===== src/rtl/core/png_cf_pkg.sv =====
package png_cf_pkg;

  localparam int unsigned MaxResults = 12;
  localparam int unsigned CntW       = 4;

  localparam logic [31:0] CrcPoly   = 32'hEDB8_8320;
  localparam logic [31:0] CrcPreset = 32'hFFFF_FFFF;

  typedef enum logic {
    CMD_BEGIN = 1'b0,
    CMD_DATA  = 1'b1
  } cmd_e;

  typedef enum logic [1:0] {
    STATUS_OK         = 2'd0,
    STATUS_NO_CHUNK   = 2'd1,
    STATUS_CHUNK_OPEN = 2'd2
  } status_e;

  typedef struct packed {
    logic [31:0] crc;
    logic [30:0] remaining;
    logic        open;
  } frame_state_t;

  typedef struct packed {
    logic [MaxResults-1:0][7:0] bytes;   // bytes[0] goes out first
    logic [CntW-1:0]            count;
    status_e                    status;
  } result_set_t;

  localparam frame_state_t ResetState = '{crc: CrcPreset, remaining: '0, open: 1'b0};

  // Reflected CRC-32, one byte folded in.
  function automatic logic [31:0] crc_fold(logic [31:0] crc, logic [7:0] b);
    logic [31:0] c;
    c = crc ^ {24'h0, b};
    for (int k = 0; k < 8; k++) begin
      c = c[0] ? ((c >> 1) ^ CrcPoly) : (c >> 1);
    end
    return c;
  endfunction

endpackage


===== src/rtl/core/png_cf_in_if.sv =====
interface png_cf_in_if;
  logic        valid;
  logic        ready;
  logic        cmd;
  logic [31:0] chunk_type;
  logic [30:0] chunk_length;
  logic [7:0]  data_byte;

  modport source (output valid, cmd, chunk_type, chunk_length, data_byte, input ready);
  modport sink   (input valid, cmd, chunk_type, chunk_length, data_byte, output ready);
endinterface


===== src/rtl/core/png_cf_out_if.sv =====
interface png_cf_out_if;
  logic       valid;
  logic       ready;
  logic [7:0] out_byte;
  logic       last_of_run;
  logic [1:0] status;

  modport source (output valid, out_byte, last_of_run, status, input ready);
  modport sink   (input valid, out_byte, last_of_run, status, output ready);
endinterface


===== src/rtl/core/png_cf_step.sv =====
module png_cf_step (
  input  logic                       cmd_i,
  input  logic [31:0]                chunk_type_i,
  input  logic [30:0]                chunk_length_i,
  input  logic [7:0]                 data_byte_i,
  input  png_cf_pkg::frame_state_t   state_i,
  output png_cf_pkg::frame_state_t   state_o,
  output png_cf_pkg::result_set_t    results_o
);
  import png_cf_pkg::*;

  logic [31:0] type_crc;
  logic [31:0] data_crc;
  logic [31:0] len_word;
  logic [30:0] rem_dec;

  always_comb begin
    type_crc = crc_fold(crc_fold(crc_fold(crc_fold(CrcPreset, chunk_type_i[31:24]),
                                          chunk_type_i[23:16]),
                                 chunk_type_i[15:8]),
                        chunk_type_i[7:0]);
    data_crc = crc_fold(state_i.crc, data_byte_i);
    rem_dec  = state_i.remaining - 31'd1;
    len_word = {1'b0, chunk_length_i};

    state_o           = state_i;
    results_o.bytes   = '0;
    results_o.count   = CntW'(1);
    results_o.status  = STATUS_OK;

    unique case (cmd_e'(cmd_i))
      CMD_BEGIN: begin
        if (state_i.open) begin
          results_o.status = STATUS_CHUNK_OPEN;
        end else begin
          for (int i = 0; i < 4; i++) begin
            results_o.bytes[i]     = len_word[31-8*i -: 8];
            results_o.bytes[4 + i] = chunk_type_i[31-8*i -: 8];
          end
          state_o.crc = type_crc;
          if (chunk_length_i == '0) begin
            for (int i = 0; i < 4; i++) begin
              results_o.bytes[8 + i] = ~type_crc[31-8*i -: 8];
            end
            results_o.count   = CntW'(MaxResults);
            state_o.open      = 1'b0;
            state_o.remaining = '0;
          end else begin
            results_o.count   = CntW'(8);
            state_o.open      = 1'b1;
            state_o.remaining = chunk_length_i;
          end
        end
      end
      CMD_DATA: begin
        if (!state_i.open) begin
          results_o.status = STATUS_NO_CHUNK;
        end else begin
          results_o.bytes[0] = data_byte_i;
          state_o.crc        = data_crc;
          state_o.remaining  = rem_dec;
          if (rem_dec == '0) begin
            // final byte closes the chunk: append inverted CRC
            for (int i = 0; i < 4; i++) begin
              results_o.bytes[1 + i] = ~data_crc[31-8*i -: 8];
            end
            results_o.count = CntW'(5);
            state_o.open    = 1'b0;
          end
        end
      end
      default: begin
        results_o.status = STATUS_OK;
      end
    endcase
  end

endmodule


===== src/rtl/core/png_cf_ser.sv =====
module png_cf_ser (
  input  logic                    clk_i,
  input  logic                    rst_ni,
  input  logic                    load_i,
  input  png_cf_pkg::result_set_t results_i,
  output logic                    ready_o,
  png_cf_out_if.source            out_o
);
  import png_cf_pkg::*;

  logic [MaxResults-1:0][7:0] bytes_q, bytes_d;
  logic [CntW-1:0]            cnt_q, cnt_d;
  status_e                    status_q, status_d;
  logic                       pop;

  assign out_o.valid       = (cnt_q != '0);
  assign out_o.out_byte    = bytes_q[0];
  assign out_o.last_of_run = (cnt_q == CntW'(1));
  assign out_o.status      = status_q;

  assign pop     = out_o.valid && out_o.ready;
  // free once the last pending byte leaves this cycle
  assign ready_o = (cnt_q == '0) || ((cnt_q == CntW'(1)) && out_o.ready);

  always_comb begin
    bytes_d  = bytes_q;
    cnt_d    = cnt_q;
    status_d = status_q;
    priority if (load_i) begin
      bytes_d  = results_i.bytes;
      cnt_d    = results_i.count;
      status_d = results_i.status;
    end else if (pop) begin
      bytes_d = bytes_q >> 8;
      cnt_d   = cnt_q - CntW'(1);
    end
  end

  always_ff @(posedge clk_i or negedge rst_ni) begin
    if (!rst_ni) begin
      cnt_q <= '0;
    end else begin
      cnt_q <= cnt_d;
    end
  end

  always_ff @(posedge clk_i) begin
    bytes_q  <= bytes_d;
    status_q <= status_d;
  end

  assert property (@(posedge clk_i) disable iff (!rst_ni) cnt_q <= CntW'(MaxResults))
    else $error("result count overran the buffer");
  assert property (@(posedge clk_i) disable iff (!rst_ni)
                   (out_o.valid && status_q != STATUS_OK) |-> out_o.last_of_run)
    else $error("flagged request produced more than one result");
  assert property (@(posedge clk_i) disable iff (!rst_ni) load_i |-> ready_o)
    else $error("load while results still pending");

endmodule


===== src/rtl/core/png_chunk_framer_crc32.sv =====
// PNG chunk framer with CRC-32.
// in_i  : request channel. cmd=begin carries chunk_type and chunk_length; the
//         block answers with the 4 length bytes (big-endian) and the 4 type
//         bytes, plus the inverted CRC when the length is zero. cmd=data
//         carries one byte, passed through and folded into the CRC; the final
//         byte of the chunk is followed by the 4 inverted CRC bytes.
// out_o : one byte per transfer; last_of_run marks the final byte of each
//         request, status flags data with no open chunk or a begin while
//         bytes remain (those give a single zero byte, state untouched).
// Latency: first result byte is valid the cycle after the request is taken.
// Throughput: requests are taken when the result buffer holds at most one
//   byte that leaves this cycle, so data bytes stream at 1 per clock while
//   out_o.ready stays high; a begin yields 8 result bytes (12 for an empty
//   chunk), a closing data byte 5. The CRC update is a combinational byte fold.
// Reset: CRC preset to all ones, no chunk open, result buffer empty.
// Stall: when out_o.ready is low the current byte holds and in_i.ready drops
//   as soon as the pending byte cannot leave.
module png_chunk_framer_crc32 (
  input  logic         clk_i,
  input  logic         rst_ni,
  png_cf_in_if.sink    in_i,
  png_cf_out_if.source out_o
);
  import png_cf_pkg::*;

  frame_state_t state_q, state_d;
  result_set_t  results;
  logic         accept;
  logic         ser_ready;

  assign in_i.ready = ser_ready;
  assign accept     = in_i.valid && ser_ready;

  // per-request state update and result bytes
  png_cf_step u_step (
    .cmd_i          (in_i.cmd),
    .chunk_type_i   (in_i.chunk_type),
    .chunk_length_i (in_i.chunk_length),
    .data_byte_i    (in_i.data_byte),
    .state_i        (state_q),
    .state_o        (state_d),
    .results_o      (results)
  );

  // result buffer, drained one byte per transfer
  png_cf_ser u_ser (
    .clk_i     (clk_i),
    .rst_ni    (rst_ni),
    .load_i    (accept),
    .results_i (results),
    .ready_o   (ser_ready),
    .out_o     (out_o)
  );

  always_ff @(posedge clk_i or negedge rst_ni) begin
    if (!rst_ni) begin
      state_q <= ResetState;
    end else if (accept) begin
      state_q <= state_d;
    end
  end

  assert property (@(posedge clk_i) disable iff (!rst_ni)
                   state_q.open |-> (state_q.remaining != '0))
    else $error("open chunk with no bytes remaining");
  assert property (@(posedge clk_i) disable iff (!rst_ni)
                   !state_q.open |-> (state_q.remaining == '0))
    else $error("bytes remaining with no open chunk");
  assert property (@(posedge clk_i) disable iff (!rst_ni)
                   (accept && in_i.cmd == CMD_BEGIN && !state_q.open &&
                    in_i.chunk_length != '0) |=> state_q.open)
    else $error("begin with nonzero length did not open a chunk");

endmodule


===== src/flat_wrapper.sv =====
// flat-port wrapper written by rule: the top's interface ports become plain ports
module png_chunk_framer_crc32_flat import png_cf_pkg::*;
  (clk_i, rst_ni, in_i_valid, in_i_cmd, in_i_chunk_type, in_i_chunk_length, in_i_data_byte, in_i_ready, out_o_valid, out_o_out_byte, out_o_last_of_run, out_o_status, out_o_ready);
  png_cf_in_if in_i_i ();
  png_cf_out_if out_o_i ();
  input  logic clk_i;
  input  logic rst_ni;
  input wire logic [$bits(in_i_i.valid)-1:0] in_i_valid;
  input wire logic [$bits(in_i_i.cmd)-1:0] in_i_cmd;
  input wire logic [$bits(in_i_i.chunk_type)-1:0] in_i_chunk_type;
  input wire logic [$bits(in_i_i.chunk_length)-1:0] in_i_chunk_length;
  input wire logic [$bits(in_i_i.data_byte)-1:0] in_i_data_byte;
  output wire logic [$bits(in_i_i.ready)-1:0] in_i_ready;
  output wire logic [$bits(out_o_i.valid)-1:0] out_o_valid;
  output wire logic [$bits(out_o_i.out_byte)-1:0] out_o_out_byte;
  output wire logic [$bits(out_o_i.last_of_run)-1:0] out_o_last_of_run;
  output wire logic [$bits(out_o_i.status)-1:0] out_o_status;
  input wire logic [$bits(out_o_i.ready)-1:0] out_o_ready;
  assign in_i_i.valid = in_i_valid;
  assign in_i_i.cmd = in_i_cmd;
  assign in_i_i.chunk_type = in_i_chunk_type;
  assign in_i_i.chunk_length = in_i_chunk_length;
  assign in_i_i.data_byte = in_i_data_byte;
  assign in_i_ready = in_i_i.ready;
  assign out_o_valid = out_o_i.valid;
  assign out_o_out_byte = out_o_i.out_byte;
  assign out_o_last_of_run = out_o_i.last_of_run;
  assign out_o_status = out_o_i.status;
  assign out_o_i.ready = out_o_ready;
  png_chunk_framer_crc32 u_core (.clk_i(clk_i), .rst_ni(rst_ni), .in_i(in_i_i), .out_o(out_o_i));
endmodule

===== config.mk =====
export PLATFORM = sky130hd
export DESIGN_NAME = png_chunk_framer_crc32_flat
export DESIGN_NICKNAME = d
export VERILOG_FILES = /design/src/rtl/core/png_cf_pkg.sv /design/src/rtl/core/png_cf_in_if.sv /design/src/rtl/core/png_cf_out_if.sv /design/src/rtl/core/png_cf_step.sv /design/src/rtl/core/png_cf_ser.sv /design/src/rtl/core/png_chunk_framer_crc32.sv /design/src/flat_wrapper.sv
export SDC_FILE = /design/constraint.sdc
export NUM_CORES = 1
export LEC_CHECK = 0
export ABC_AREA = 1
export BUFFER_PORTS_ARGS = -buffer_cell sky130_fd_sc_hd__buf_2
export CORE_MARGIN = 1.5
export CORE_UTILIZATION = 35
export CTS_CLUSTER_SIZE = 14
export DETAILED_ROUTE_END_ITERATION = 10
export SLEW_MARGIN = 20
export SYNTH_ARGS = -nofsm -noshare
export SYNTH_HDL_FRONTEND = slang
export SYNTH_SLANG_ARGS = --single-unit

===== constraint.sdc =====
create_clock -name clk_i -period 3.93 [get_ports clk_i]
set_clock_uncertainty 0.1 [all_clocks]
set_input_delay 0.5895 -clock clk_i [delete_from_list [all_inputs] [get_ports clk_i]]
set_output_delay 0.5895 -clock clk_i [all_outputs]
set_load 0.05 [all_outputs]

==> results.md <==
- Worst-skew pair later-pin latency: 0.43 ns
- Kind of end point of the critical path: flop
- Hold buffer count at CTS: 0
- Antenna diodes: 0
- Multi-input gate area: 0.00834 mm2
- Async set-reset flop share out of synthesis: 0.410
- Critical Path RT: 4.06 ns
- Startpoint class of the critical path: flop
- Ys Warns: 0
- Core box area: 0.0397 mm2
- Shortest period the worst path allows: 3.70 ns
- FMAX: 270 MHz
- Per-cell routed wire length: 17.5 um
- Via count: 13100
- Total gr overflow: 0
- Syn Nets: 2041
- Post-CTS setup repair buffer count: 0
- Commonest non-fill, non-tap cell in the layout: nand2_1
- Max cap viols: 0
- CTS Buffer Depth: 2
- RSZ-0062 raised after global routing: no
- Placed insts: 2530
- Commonest non-fill, non-tap cells in the layout: 659 x nand2_1, 147 x inv_1, 144 x nand3_1
- Crit path cell chain: inv_1 > ha_1 > nand3_1 > nor2_2 > nand2_1 > nor2_1 > nand4_1 > nor2_1 > xor2_1 > inv_1 > nor2_1 > nand4_1 > nor3_4 > buf_12 > nand2_1 > a21oi_1
- Initial core utilization: 0.354
- Ports: 89
- Yosys reg bits: 166
- Drt initial violations: 1140
- Routability cong.: 0.995
- Cells after Synth: 1959
- Critical Path Max Stage Delay: 0.40 ns
- Layout cell share with drive strength beyond 1: 0.185
- Die Ht: 203 um
- Die area: 0.0414 mm2
- Rows: 73
- Vias in the first global route: 12500
- Final wirelength: 44900 um
- CP most frequent cell: nor2_1
- CTS Sinks: 166
- Reg2reg start: u_core.state_q[1]
- Area Overhead vs Synth: 11.5%
- H-Tree Depth: 4
- Hold/Removal Path Class: in2async
- FF-to-FF End: u_core.u_ser.bytes_q[15]
- Worst IR drop on VDD: 349 uV
- First-pass GRT wire length: 70100 um
- Final Max Slew Viols: 0
- Port buffer count: 88
- PD cells: 873 mW/mm2
- Setup TNS: 0 ns
- Via/cell ratio: 5.10
- Antenna violations before repair: 0
- Register Area: 0.00468 mm2
- Critical Path AT: 3.83 ns
- Critical Setup Path Class: reg2reg
- Final core utilization: 0.395
- Post-synth EDFFs: 98
- Netlist Area Pre-Place: 0.0141 mm2
- Endpoints failing setup: 0
- Yosys cell types: 58
- Critical path peak fanout: 33
- Syn Area/Cell: 7.18 um2
- Total iterations of the first detailed-routing run: 7
- Endpoints failing hold: 0
- Nets: 2106
- HPWL reported at the end of detailed placement: 35300 um
- Post-synthesis sequential area ratio: 0.333
- Tot GR Track Use: 0.220
- Clock tree root driver cell: clkbuf_16
- Crit-path leading delay family: simple AND/OR/NAND/NOR gates
- CTS tree: built
- Cts repair resizes: 0
- CP max-delay cell: dfrtp_1
- Largest net degree at the start of global routing: 81
- Dominant synthesized flop cell: edfxtp_1
- CTS Buf Count: 17
- Run status: completed
- Slew @ Worst Pin: 0.948 ns
- Final Cycle Share: 0.942
- Leakage: 0.00757 uW
- FILL cells: 4165
- Final ANT Viol Nets: 0
- Width of the die: 203 um
- Relative slew margins: 0.364
- Worst Reg-to-Reg Cells: 16
- Buf/Inv on CP: 3
- Non-Filler Instances: 2562
- Residual DRC: 0
- Clk slew on worst S/H paths: 0.06 ns
- FF-to-FF setup slack: 0.23 ns
## power breakdown
| part | switching [uW] | internal [uW] |
|---|---|---|
| sequential | 389 | 3010 |
| clock | 697 | 1120 |
| combinational | 5790 | 2690 |
| total | 6870 | 6820 |
## sequential cells by signal, summed over array words and instances, names as in the netlist
name and flops:
u_core.state_q 64, u_core.u_ser.out_o.status 2, u_core.u_ser.out_o.out_byte 8, u_core.u_ser.bytes_q 88
u_core.u_ser.cnt_q 4
## logic make-up after synthesis
kind of cell,Yosys count,share of synthesized area
xor+xnor,192,0.125
simple gates,1149,0.381
compound gates,200,0.0810
fa+ha+maj,6,0.00534
buf+inv,246,0.0750
flops,166,0.333
## cell usage after synthesis, types with 8 or more instances
| library cell | number | area share |
|---|---|---|
| or2_2 | 18 | 0.0080 |
| buf_6 | 8 | 0.0064 |
| nand3_1 | 144 | 0.051 |
| inv_2 | 19 | 0.0051 |
| o21ai_0 | 66 | 0.023 |
| xnor2_1 | 55 | 0.034 |
| xor2_1 | 130 | 0.081 |
| buf_4 | 11 | 0.0059 |
| inv_1 | 149 | 0.040 |
| clkbuf_1 | 41 | 0.011 |
| dfrtp_1 | 36 | 0.064 |
| a21oi_1 | 71 | 0.025 |
| nand2_4 | 36 | 0.029 |
| o31ai_1 | 18 | 0.0096 |
| a211oi_1 | 10 | 0.0053 |
| nor3_1 | 11 | 0.0039 |
| nand3_2 | 13 | 0.0093 |
| nand2_2 | 81 | 0.036 |
| nor2_1 | 142 | 0.038 |
| dfstp_2 | 32 | 0.060 |
| edfxtp_1 | 98 | 0.21 |
| nand4_1 | 12 | 0.0053 |
| nand2_1 | 660 | 0.18 |
## final cells by class
class                           instances  area share
Inverter                              178      0.0444
Multi-Input combinational cell       1547       0.532
Clock buffer                           22      0.0283
Timing Repair Buffer                  114      0.0437
Clock inverter                         10      0.0113
Tap cell                              525      0.0419
Sequential cell                       166       0.299
## metrics by stage
step | cell area (um2) | total power (uW) | hold slack, ns | setup slack (ns)
4_1_cts | 15700 | 13600 | 0.0891 | 0.246
5_1_grt | 15700 | 14700 | 0.124 | 0.0131
2_1_floorplan | 14100 | 9460 | 0.194 | 0.0363
3_5_place_dp | 15100 | 11800 | 0.363 | 0.0914
3_3_place_gp | 15100 | 11700 | 0.363 | 0.111
6_report | 15700 | 13700 | 0.0923 | 0.226
## worst max path at each step
stage | cells after the start | end | from
after floorplan | 7 | u_core.u_ser.cnt_q[0] | u_core.u_ser.cnt_q[0]
after global placement | 22 | u_core.u_ser.bytes_q[78] | in_i_chunk_type[27]
after detailed placement | 22 | u_core.u_ser.bytes_q[78] | in_i_chunk_type[27]
after CTS | 16 | u_core.u_ser.bytes_q[15] | u_core.state_q[1]
after global routing | 16 | u_core.u_ser.bytes_q[15] | u_core.state_q[1]
final | 16 | u_core.u_ser.bytes_q[15] | u_core.state_q[1]
## worst reg2reg max path, stage by stage, from the launching register on
cell and delay [ns]:
dfrtp_1 0.40, inv_1 0.11, ha_1 0.20, nand3_1 0.15
nor2_2 0.22, nand2_1 0.14, nor2_1 0.18, nand4_1 0.26
nor2_1 0.22, xor2_1 0.20, inv_1 0.06, nor2_1 0.21
nand4_1 0.23, nor3_4 0.26, buf_12 0.21, nand2_1 0.07
a21oi_1 0.28
## layer usage
layer  global-route usage  wire, um
met5                    0         0
met1                0.291     20000
met4               0.0791      1430
met2                0.373     21200
met3               0.0198      2300
(Power assumes the default switching activity.)
